===== config.mk =====
export PLATFORM = sky130hd
export DESIGN_NAME = pru_queue
export DESIGN_NICKNAME = d
export VERILOG_FILES = /design/src/sv/pru_pkg.sv /design/src/sv/pru_queue.sv
export SDC_FILE = /design/constraint.sdc
export NUM_CORES = 1
export LEC_CHECK = 0
export BUFFER_PORTS_ARGS = -buffer_cell sky130_fd_sc_hd__buf_4
export CORE_ASPECT_RATIO = 0.75
export CORE_MARGIN = 2
export CORE_UTILIZATION = 30
export CTS_CLUSTER_SIZE = 24
export DETAILED_ROUTE_END_ITERATION = 10
export GPL_TIMING_DRIVEN = 0
export PLACE_DENSITY = 0.44
export SKIP_LAST_GASP = 1
export SLEW_MARGIN = 10
export SYNTH_ARGS = -nofsm -noshare
export SYNTH_HDL_FRONTEND = slang
export SYNTH_SLANG_ARGS = --single-unit

===== constraint.sdc =====
create_clock -name clk_i -period 3.52 [get_ports clk_i]
set_clock_uncertainty 0.15 [all_clocks]
set_input_delay 0.176 -clock clk_i [delete_from_list [all_inputs] [get_ports clk_i]]
set_output_delay 0.176 -clock clk_i [all_outputs]
set_load 0.03 [all_outputs]

===== src/sv/pru_pkg.sv =====
`timescale 1ns / 1ps
`default_nettype none
// ----------------------------------------------------------------------------
// pru_pkg: shared types, constants and helpers
// widths, register codes and the result record of the pixel upscaler
// ----------------------------------------------------------------------------
package pru_pkg;

  localparam int MAX_WIDTH   = 4096;
  localparam int MAX_SCALE   = 100;
  localparam int MAX_HEIGHT  = 4096;

  localparam int SCALE_W     = 7;
  localparam int DIM_W       = 13;
  localparam int COL_W       = $clog2(MAX_WIDTH);
  localparam int ROW_W       = $clog2(MAX_HEIGHT);
  localparam int PIX_W       = 24;

  localparam int QUEUE_DEPTH = 4;
  localparam int QUEUE_AW    = $clog2(QUEUE_DEPTH);
  localparam int LEVEL_W     = QUEUE_AW + 1;

  typedef enum logic {
    KIND_PIXEL = 1'b0,
    KIND_TICK  = 1'b1
  } kind_e;

  typedef enum logic [1:0] {
    CFG_SCALE  = 2'd0,
    CFG_WIDTH  = 2'd1,
    CFG_HEIGHT = 2'd2,
    CFG_NONE   = 2'd3
  } cfg_idx_e;

  typedef struct packed {
    logic [7:0]         blue;
    logic [7:0]         green;
    logic [7:0]         red;
    logic [SCALE_W-1:0] copies;
    logic [1:0]         pad;
    logic               row_end;
    logic               image_end;
    logic               dropped;
  } res_t;

  function automatic logic [SCALE_W-1:0] clamp_scale(input logic [SCALE_W-1:0] v);
    logic [SCALE_W-1:0] r;
    if (v == '0) begin
      r = SCALE_W'(1);
    end else if (v > SCALE_W'(MAX_SCALE)) begin
      r = SCALE_W'(MAX_SCALE);
    end else begin
      r = v;
    end
    return r;
  endfunction

  function automatic logic [DIM_W-1:0] clamp_dim(input logic [DIM_W-1:0] v,
                                                 input logic [DIM_W-1:0] hi);
    logic [DIM_W-1:0] r;
    if (v == '0) begin
      r = DIM_W'(1);
    end else if (v > hi) begin
      r = hi;
    end else begin
      r = v;
    end
    return r;
  endfunction

  // zero bytes that bring 3*s*w bytes up to a multiple of four
  function automatic logic [1:0] row_pad(input logic [1:0] s2, input logic [1:0] w2);
    logic [5:0] prod;
    prod = 6'(s2) * 6'(w2) * 6'd3;
    return 2'd0 - prod[1:0];
  endfunction

endpackage
`default_nettype wire


===== src/sv/pru_queue.sv =====
`timescale 1ns / 1ps
`default_nettype none
// ----------------------------------------------------------------------------
// pru_queue: result queue
// small flop queue between classification and the output channel
// ----------------------------------------------------------------------------
module pru_queue (
  input  wire logic                        clk_i,
  input  wire logic                        rst_ni,
  input  wire logic                        push_i,
  input  wire pru_pkg::res_t               push_data_i,
  input  wire logic                        pop_i,
  output logic                             head_valid_o,
  output pru_pkg::res_t                    head_o,
  output logic [pru_pkg::LEVEL_W-1:0]      level_o
);

  pru_pkg::res_t                       slot_q [pru_pkg::QUEUE_DEPTH];
  logic [pru_pkg::QUEUE_AW-1:0]        wr_ptr_q, rd_ptr_q;
  logic [pru_pkg::LEVEL_W-1:0]         level_q;
  logic                                do_pop;

  assign do_pop = pop_i && (level_q != '0);

  always_ff @(posedge clk_i or negedge rst_ni) begin
    if (!rst_ni) begin
      wr_ptr_q <= '0;
      rd_ptr_q <= '0;
      level_q  <= '0;
    end else begin
      if (push_i) begin
        wr_ptr_q <= wr_ptr_q + 1'b1;
      end
      if (do_pop) begin
        rd_ptr_q <= rd_ptr_q + 1'b1;
      end
      level_q <= level_q + pru_pkg::LEVEL_W'(push_i) - pru_pkg::LEVEL_W'(do_pop);
    end
  end

  always_ff @(posedge clk_i) begin
    if (push_i) begin
      slot_q[wr_ptr_q] <= push_data_i;
    end
  end

  assign head_valid_o = (level_q != '0);
  assign head_o       = slot_q[rd_ptr_q];
  assign level_o      = level_q;

endmodule
`default_nettype wire


==> results.toml, run 1 <==
[yosys]
synthAdderAreaFrac = 0.01696
synth-seq-cells = 151
synth_top_family_by_area = "multiplexers"
synth_cells = 222
synth_area_leaders = "edfxtp_1 77%, mux4_2 14%, dfrtp_1 3.1%"
synth-compound-area-share = 0.004016
syn-cell-area_sq_um = 5608
yosys.area.top_type = "edfxtp_1"
synthSimpleGateAreaFrac = 0.006247
syn_avg_cell_area_sq_um = 25.26
synth-xor-area-share = 0.007809
syn-num-nets = 269
ys_warn_count = 0
synth.top_cell.area_share = 0.7711
seq_area_frac_synth = 0.8023
synthMuxAreaShare = 0.1446
ys_types = 18

[layout]
final_common_cell = "edfxtp_1"
final_net_count = 411
fin_util = 0.4113
drive_above_1_share = 0.4271
syn2layout_area_growth_pct = 34.94
mostFrequentLayoutCells = "144 x edfxtp_1, 80 x buf_4, 40 x dlygate4sd3_1"
diodes = 0

[cts]
cts_buffer_depth = 2
ctsHoldBuffers = 40
htreeDepth = 4
numCtsBuffers = 17
cts_tree = "built"
cts_sinks = 151
post_cts_buffers = 0
ctsRootBufferMaster = "clkbuf_16"
clk_pin_slew_worst_paths_ns = 0.06
clock_latency_ns = 0.41
cts_resized = 0

[placement]
post-place-ws_ns = 1.332
place_congestion = 0.6592
dp_hpwl_um = 6689
io_buffers = 79

[power]
ir_drop_mv = 0.3901
p_leak_nw = 2.647
powerDensity_nw_per_um2 = 873.4

[sta]
rsz0062_at_grt = "no"
setup_violations = 0
worst_slew_pin_slew_ns = 0.6327
fin_tns_setup_ns = 0
layout_setup_ws_ns = 1.264
final_max_slew_viol_count = 0
post-route-period-util = 0.6409
relSlewSlack = 0.5782
hold_ws_ns = 0.3494
max_freq_ghz = 0.4433
timing.final.hold_violations = 0
layout_min_cycle_time_ns = 2.256

[setup_path]
critPathLaunchType = "flip-flop"
arrival_ns = 1.93
crit_chain = "buf_2 > buf_2 > mux4_2 > buf_4"
crit_path_end_kind = "output port"
slowest_stage = "mux4_2"
cp_common_cell = "buf_2"
path_class = "reg2out"
cp.required_ns = 3.19
slowest_delay_ns = 0.40
reg2reg_slack_ns = 1.34
path_max_fanout = 10

[floorplanning]
coreArea_sq_um = 18400
die_w_um = 161.9
design.portCount = 80
die_h_um = 122.4
initial_utilization = 0.3048
rows = 43
die_area_sq_um = 19810

[routing]
num_vias = 2665
wl_per_cell_um = 17.56
first_iter_violations = 138
final_antenna_net_count = 0
routed_via_density = 4.271
drcViolationCount = 0
routed_wl_um = 10960
drt_pass1_iterations = 4

[worst_hold_path]
hold_class = "in2reg"

[grt]
track_usage = 0.1190
antenna_found_initial = 0
grt.overflow.total = 0
grt_pass1_vias = 2757
grt_pass1_wl_um = 16700
grt_start_max_net_pins = 23

[job]
drv_cap = 0

[status]
outcome = "completed"
## path summary, 6_finish.rpt
| path | start | endpoint | cells after the start |
|---|---|---|---|
| min in group asynchronous | rst_ni | level_o[0] | 3 |
| hold / removal | push_data_i[34] | slot_q[2][34] | 2 |
| setup / recovery | rd_ptr_q[1] | head_o[10] | 4 |
| max in group asynchronous | rst_ni | wr_ptr_q[1] | 3 |
| hold reg to reg | wr_ptr_q[0] | wr_ptr_q[0] | 1 |
| setup reg to reg | level_o[1] | level_o[2] | 7 |
## sequential cells by signal, indices dropped and copies added (netlist names)
name and flops:
level_o 3, slot_q 144, wr_ptr_q 2, rd_ptr_q 2
## Yosys cell counts
cell type and number:
xor2_1 2, mux4_2 36, o21ai_0 1, buf_12 2
xnor2_1 3, buf_6 1, or3_1 1, edfxtp_1 144
fa_1 1, buf_4 1, inv_1 6, o311ai_0 1
nand2_1 1, buf_2 4, and2_1 4, ha_1 6
o31a_1 1, dfrtp_1 7
## per-layer routing
metal	GRT usage	part of all wire	up-vias	routed length, um
met3	0.04224	0.049	10	536
met4	0.04480	0.013	0	140
met2	0.1705	0.44	61	4819
met5	0	0	-	0
li1	-	-	1217	-
met1	0.1670	0.50	1377	5462
## kinds of logic (layout without fill, tap and decap cells)
| family | after synthesis | in the layout |
|---|---|---|
| AND/OR/NAND/NOR | 6 | 6 |
| adder cells (fa/ha/maj) | 7 | 7 |
| AO/OA/AOI/OAI | 3 | 3 |
| buffers and inverters | 14 | 169 |
| XOR/XNOR | 5 | 5 |
| multiplexers | 36 | 36 |
| flip-flops | 151 | 151 |
## critical path: cells and delay by family (launching register included)
kind     cells  cell delay (ns)
buf+inv      3             0.79
flops        1             0.31
mux          1             0.40
## layout make-up
type                    count  area, sq um
fillers                  1648        10830
flip-flops and latches    151         4499
repair buffers            123         1081
multi-input cells          57         1012
clock buffers              18        429.2
well taps                 247        309.0
clock inverters            14        135.1
plain buffers               8        78.83
inverters                   6        22.52
## stage by stage
step	power (mW)	instance area, sq um	std cells
2_1_floorplan	4.073	5608	222
3_3_place_gp	4.916	6510	548
3_5_place_dp	4.978	6603	552
4_1_cts	6.746	7567	624
5_1_grt	6.959	7567	624
6_report	6.609	7567	624
## power by group
part / leakage (nW) / switching (mW) / internal (mW) / total [mW]
clock: 0.265 / 0.683 / 1.03 / 1.72
combinational: 0.977 / 1.40 / 1.04 / 2.44
sequential: 1.40 / 0.0946 / 2.36 / 2.45
total: 2.65 / 2.18 / 4.43 / 6.61
Note: power is estimated with default switching activity, not from simulation.
==> run 2, diff against run 1 <==
--- a/config.mk
+++ b/config.mk
@@ -12,7 +12,7 @@
 export CTS_CLUSTER_SIZE = 24
 export DETAILED_ROUTE_END_ITERATION = 10
 export GPL_TIMING_DRIVEN = 0
-export PLACE_DENSITY = 0.44
+export PLACE_DENSITY = 0.46
 export SKIP_LAST_GASP = 1
 export SLEW_MARGIN = 10
 export SYNTH_ARGS = -nofsm -noshare
==> constraint.sdc (replaced) <==
create_clock -name clk_i -period 1.8 [get_ports clk_i]
set_clock_uncertainty 0.15 [all_clocks]
set_input_delay 0.09 -clock clk_i [delete_from_list [all_inputs] [get_ports clk_i]]
set_output_delay 0.09 -clock clk_i [all_outputs]
set_load 0.03 [all_outputs]
==> results.toml, run 2 (same netlist as run 1, synthesis figures left out) <==
[setup_path]
crit_chain = "o31a_1 > ha_1 > inv_1 > ha_2 > fa_2 > xnor2_2 > xnor2_1"
slowest_delay_ns = 0.41
path_max_fanout = 2
reg2reg_depth = 7
r2r_end = "level_o[2]"
path_class = "reg2reg"
slowest_stage = "dfrtp_2"
critPathTopFamily = "adder cells"
crit_buf_inv = 1
critPathLaunchType = "flip-flop"
cp.required_ns = 1.95
arrival_ns = 2.24
cp_num_cells = 7
cp-startpoint = "level_o[1]"
rr_startpoint = "level_o[1]"
crit_path_end = "level_o[2]"
reg2reg_slack_ns = -0.29
crit_path_end_kind = "flip-flop"

[placement]
placed_area_sq_um = 6523
post-place-ws_ns = -0.3424
io_buffers = 79
place_congestion = 0.7008
dp_hpwl_um = 6186

[layout]
fill_cells = 1675
largest_reg_flops = 144
diodes = 0
largest-register = "slot_q"
syn2layout_area_growth_pct = 40.94
fin_util = 0.4296
drive_above_1_share = 0.4548
final_common_cell = "edfxtp_1"
design_area_sq_um = 7904
final_net_count = 421
mostFrequentLayoutCells = "144 x edfxtp_1, 51 x buf_4, 40 x dlygate4sd3_1"

[floorplanning]
die_w_um = 161.9
die_area_sq_um = 19810
die_h_um = 122.4
design.portCount = 80
initial_utilization = 0.3048
coreArea_sq_um = 18400
rows = 43

[routing]
routed_wl_um = 11840
first_iter_violations = 127
drt_pass1_iterations = 4
routed_via_density = 4.358
num_vias = 2763
wl_per_cell_um = 18.67
drcViolationCount = 0
final_antenna_net_count = 0

[cts]
htreeDepth = 4
cts_sinks = 151
cts_tree = "built"
numCtsBuffers = 17
clock_latency_ns = 0.41
clk_pin_slew_worst_paths_ns = 0.06
ctsRootBufferMaster = "clkbuf_16"
cts_buffer_depth = 2

[power]
p_leak_nw = 2.802
powerDensity_nw_per_um2 = 1799
fin_total_pwr_mw = 14.22
ir_drop_mv = 0.8130

[sta]
layout_setup_ws_ns = -0.2859
layout_min_cycle_time_ns = 2.086
final_max_slew_viol_count = 0
fin_tns_setup_ns = -7.825
post-route-period-util = 1.159
max_freq_ghz = 0.4794
timing.final.hold_violations = 0
relSlewSlack = 0.5847
setup_violations = 38
worst_slew_pin_slew_ns = 0.6229
rsz0062_at_grt = "yes"

[grt]
grt_start_max_net_pins = 37
antenna_found_initial = 0
grt.overflow.total = 0
track_usage = 0.1225
grt_pass1_wl_um = 17190
grt_pass1_vias = 2924

[worst_hold_path]
hold_class = "in2reg"
min_path_cells = 2

[job]
drv_cap = 0

[status]
outcome = "finished with violations"
violations = "negative setup slack"
[run 2: worst min-delay path by stage]
stage	start	slack (ns)	endpoint
final	push_data_i[5]	0.26	slot_q[2][5]
after global routing	push_data_i[33]	0.25	slot_q[2][33]
after CTS	push_data_i[5]	0.25	slot_q[2][5]
after detailed placement	rst_ni	-0.24	level_o[0]
after global placement	rst_ni	-0.24	level_o[0]
after floorplan	rst_ni	-0.36	level_o[0]
[run 2: area by class of cell]
cell class	count	area, sq um	share of cell area
clock inverters	13	177.7	0.02248
plain buffers	8	113.9	0.01441
multi-input cells	60	1055	0.1334
well taps	247	309.0	0.03910
flip-flops and latches	151	4504	0.5699
inverters	6	22.52	0.002849
clock buffers	19	432.9	0.05477
repair buffers	130	1289	0.1631
[run 2: worst reg2reg max path, stage by stage (launching register included)]
cell	delay [ns]
dfrtp_2	0.41
o31a_1	0.31
ha_1	0.27
inv_1	0.04
ha_2	0.17
fa_2	0.36
xnor2_2	0.15
xnor2_1	0.12
[run 2: what timing repair did]
item / in CTS / in global routing
buffers inserted: 7 / 1
pin swaps: 1 / 0
hold buffers: 40 / 0
gates cloned: 2 / 4
endpoints found under the hold margin: 156 / 0
resized for setup: 37 / 22
endpoints found under the setup margin: 182 / 112
[run 2: metrics by stage]
step	hold slack, ns	std cells
global route	0.2524	634
finish	0.2635	634
detailed placement	-0.2391	548
global placement	-0.2399	548
floorplan	-0.3556	222
CTS	0.2484	629
[run 2: power by group]
part | total, mW | internal, mW | switching, mW
sequential | 4.79 | 4.62 | 0.168
combinational | 5.75 | 2.74 | 3.00
clock | 3.68 | 2.31 | 1.37
[run 2: layer usage]
layer | up-vias | part of all wire | global-route usage
li1 | 1241 | - | -
met1 | 1434 | 0.48 | 0.1683
met2 | 75 | 0.46 | 0.1814
met3 | 13 | 0.052 | 0.04022
met4 | 0 | 0.012 | 0.04812
met5 | - | 0 | 0
==> run 3, diff against run 2 <==
--- a/config.mk
+++ b/config.mk
@@ -6,7 +6,7 @@
 export NUM_CORES = 1
 export LEC_CHECK = 0
 export BUFFER_PORTS_ARGS = -buffer_cell sky130_fd_sc_hd__buf_4
-export CORE_ASPECT_RATIO = 0.75
+export CORE_ASPECT_RATIO = 2
 export CORE_MARGIN = 2
 export CORE_UTILIZATION = 30
 export CTS_CLUSTER_SIZE = 24
==> results.toml, run 3 (same netlist as run 1, synthesis figures left out) <==
[grt]
grt_pass1_vias = 3063
track_usage = 0.1240
antenna_found_initial = 0
grt_start_max_net_pins = 37
grt_pass1_wl_um = 17220
grt.overflow.total = 0

[sta]
hold_ws_ns = 0.2553
layout_min_cycle_time_ns = 2.094
relSlewSlack = 0.5860
worst_slew_pin_slew_ns = 0.6210
setup_violations = 38
rsz0062_at_grt = "yes"
max_freq_ghz = 0.4776
post-route-period-util = 1.163
layout_setup_ws_ns = -0.2936
timing.final.hold_violations = 0
final_max_slew_viol_count = 0

[setup_path]
r2r_end = "level_o[2]"
cp-startpoint = "level_o[1]"
crit_path_end = "level_o[2]"
slowest_stage = "dfrtp_2"
arrival_ns = 2.25
crit_path_end_kind = "flip-flop"
cp.required_ns = 1.96
slowest_delay_ns = 0.40
path_class = "reg2reg"
path_max_fanout = 2
reg2reg_slack_ns = -0.29
rr_startpoint = "level_o[1]"
reg2reg_depth = 7
crit_chain = "o31a_1 > ha_1 > inv_1 > ha_2 > fa_2 > xnor2_2 > xnor2_1"
critPathLaunchType = "flip-flop"

[floorplanning]
die_w_um = 100.7
design.portCount = 80
die_h_um = 197.4
rows = 70
die_area_sq_um = 19870
coreArea_sq_um = 18310
initial_utilization = 0.3064

[cts]
cts_tree = "built"
ctsRootBufferMaster = "clkbuf_16"
clock_latency_ns = 0.42
htreeDepth = 4
clk_pin_slew_worst_paths_ns = 0.06
numCtsBuffers = 17
cts_sinks = 151
cts_buffer_depth = 2

[routing]
num_vias = 2742
drt_pass1_iterations = 7
routed_wl_um = 11730
drcViolationCount = 0
routed_via_density = 4.547
wl_per_cell_um = 19.45
final_antenna_net_count = 0
first_iter_violations = 76

[placement]
dp_hpwl_um = 6613
io_buffers = 79
place_congestion = 0.6574
post-place-ws_ns = -0.3512
dp.cells = 517
placed_area_sq_um = 6484

[power]
fin_total_pwr_mw = 14.31
p_leak_nw = 2.807
ir_drop_mv = 0.8050
powerDensity_nw_per_um2 = 1814

[layout]
final_cells = 603
syn2layout_area_growth_pct = 40.72
diodes = 0
final_net_count = 421
mostFrequentLayoutCells = "144 x edfxtp_1, 50 x buf_4, 40 x dlygate4sd3_1, 40 x buf_6, 36 x mux4_2"
largest-register = "slot_q"
final_common_cell = "edfxtp_1"
drive_above_1_share = 0.4599
fill_cells = 1614
design_area_sq_um = 7891
largest_reg_flops = 144

[status]
outcome = "finished with violations"
violations = "negative setup slack"

[job]
drv_cap = 0

[worst_hold_path]
hold_class = "in2reg"
==> run 3: changes by cell type in the layout (fill, tap and decap cells not counted), sizes merged <==
cell      delta
inv          -2
clkinv       -1
clkinvlp     +2
clkbuf       +1
==> run 3: layer usage <==
metal	up-vias	part of all wire	wire (um)	GRT usage
met5	-	0	0	0
met4	0	0.023	266	0.06443
met3	13	0.036	421	0.03149
met2	69	0.58	6829	0.2249
met1	1424	0.36	4212	0.1280
li1	1236	-	-	-
==> run 3: power breakdown <==
group          total [mW]  switching [mW]  internal (mW)
registers            4.79           0.168           4.62
clock network        3.76            1.37           2.39
logic                5.76            3.00           2.76
==> run 3: worst max-delay path, delay by kind of cell (launching register included) <==
| kind | cells | cell delay (ns) |
|---|---|---|
| buffers and inverters | 1 | 0.04 |
| adders and majority gates | 3 | 0.80 |
| AOI/OAI and AO/OA | 1 | 0.32 |
| xor gates and xnor gates | 2 | 0.28 |
| DFF | 1 | 0.40 |
==> run 3: timing repair <==
action / CTS / global route
buffers inserted: 8 / 0
resized for setup: 42 / 19
hold buffers: 40 / 0
setup endpoints to repair: 182 / 111
hold endpoints to repair: 156 / 0
cloned: 3 / 3
pin swaps: 1 / 0
==> run 3: worst min path at each step <==
| stage | startpoint | end | slack, ns | depth (start not counted) |
|---|---|---|---|---|
| 3_5_place_dp | rst_ni | level_o[2] | -0.24 | 1 |
| 4_1_cts | push_data_i[27] | slot_q[2][27] | 0.24 | 2 |
| 5_1_grt | push_data_i[32] | slot_q[3][32] | 0.25 | 2 |
| 6_report | push_data_i[27] | slot_q[3][27] | 0.26 | 2 |
| 2_1_floorplan | rst_ni | level_o[0] | -0.36 | 0 |
| 3_3_place_gp | rst_ni | level_o[2] | -0.24 | 1 |
==> run 3: cell type report <==
class                      instances  area, sq um  area share
buffer                             8        110.1     0.01395
clock buffer                      20        456.7     0.05787
clock inverter                    12        175.2     0.02220
inverter                           6        22.52    0.002854
multi-input combinational         60         1056      0.1338
sequential                       151         4504      0.5708
tap                              216        270.3     0.03425
timing repair buffer             130         1296      0.1643
==> run 3: through the flow <==
step                      setup TNS, ns  utilization
after floorplan                 -0.5270            -
after CTS                        -9.340       0.4253
after global placement           -38.55       0.3542
final                            -8.194       0.4311
after detailed placement         -43.08       0.3542
after global routing             -10.71       0.4311
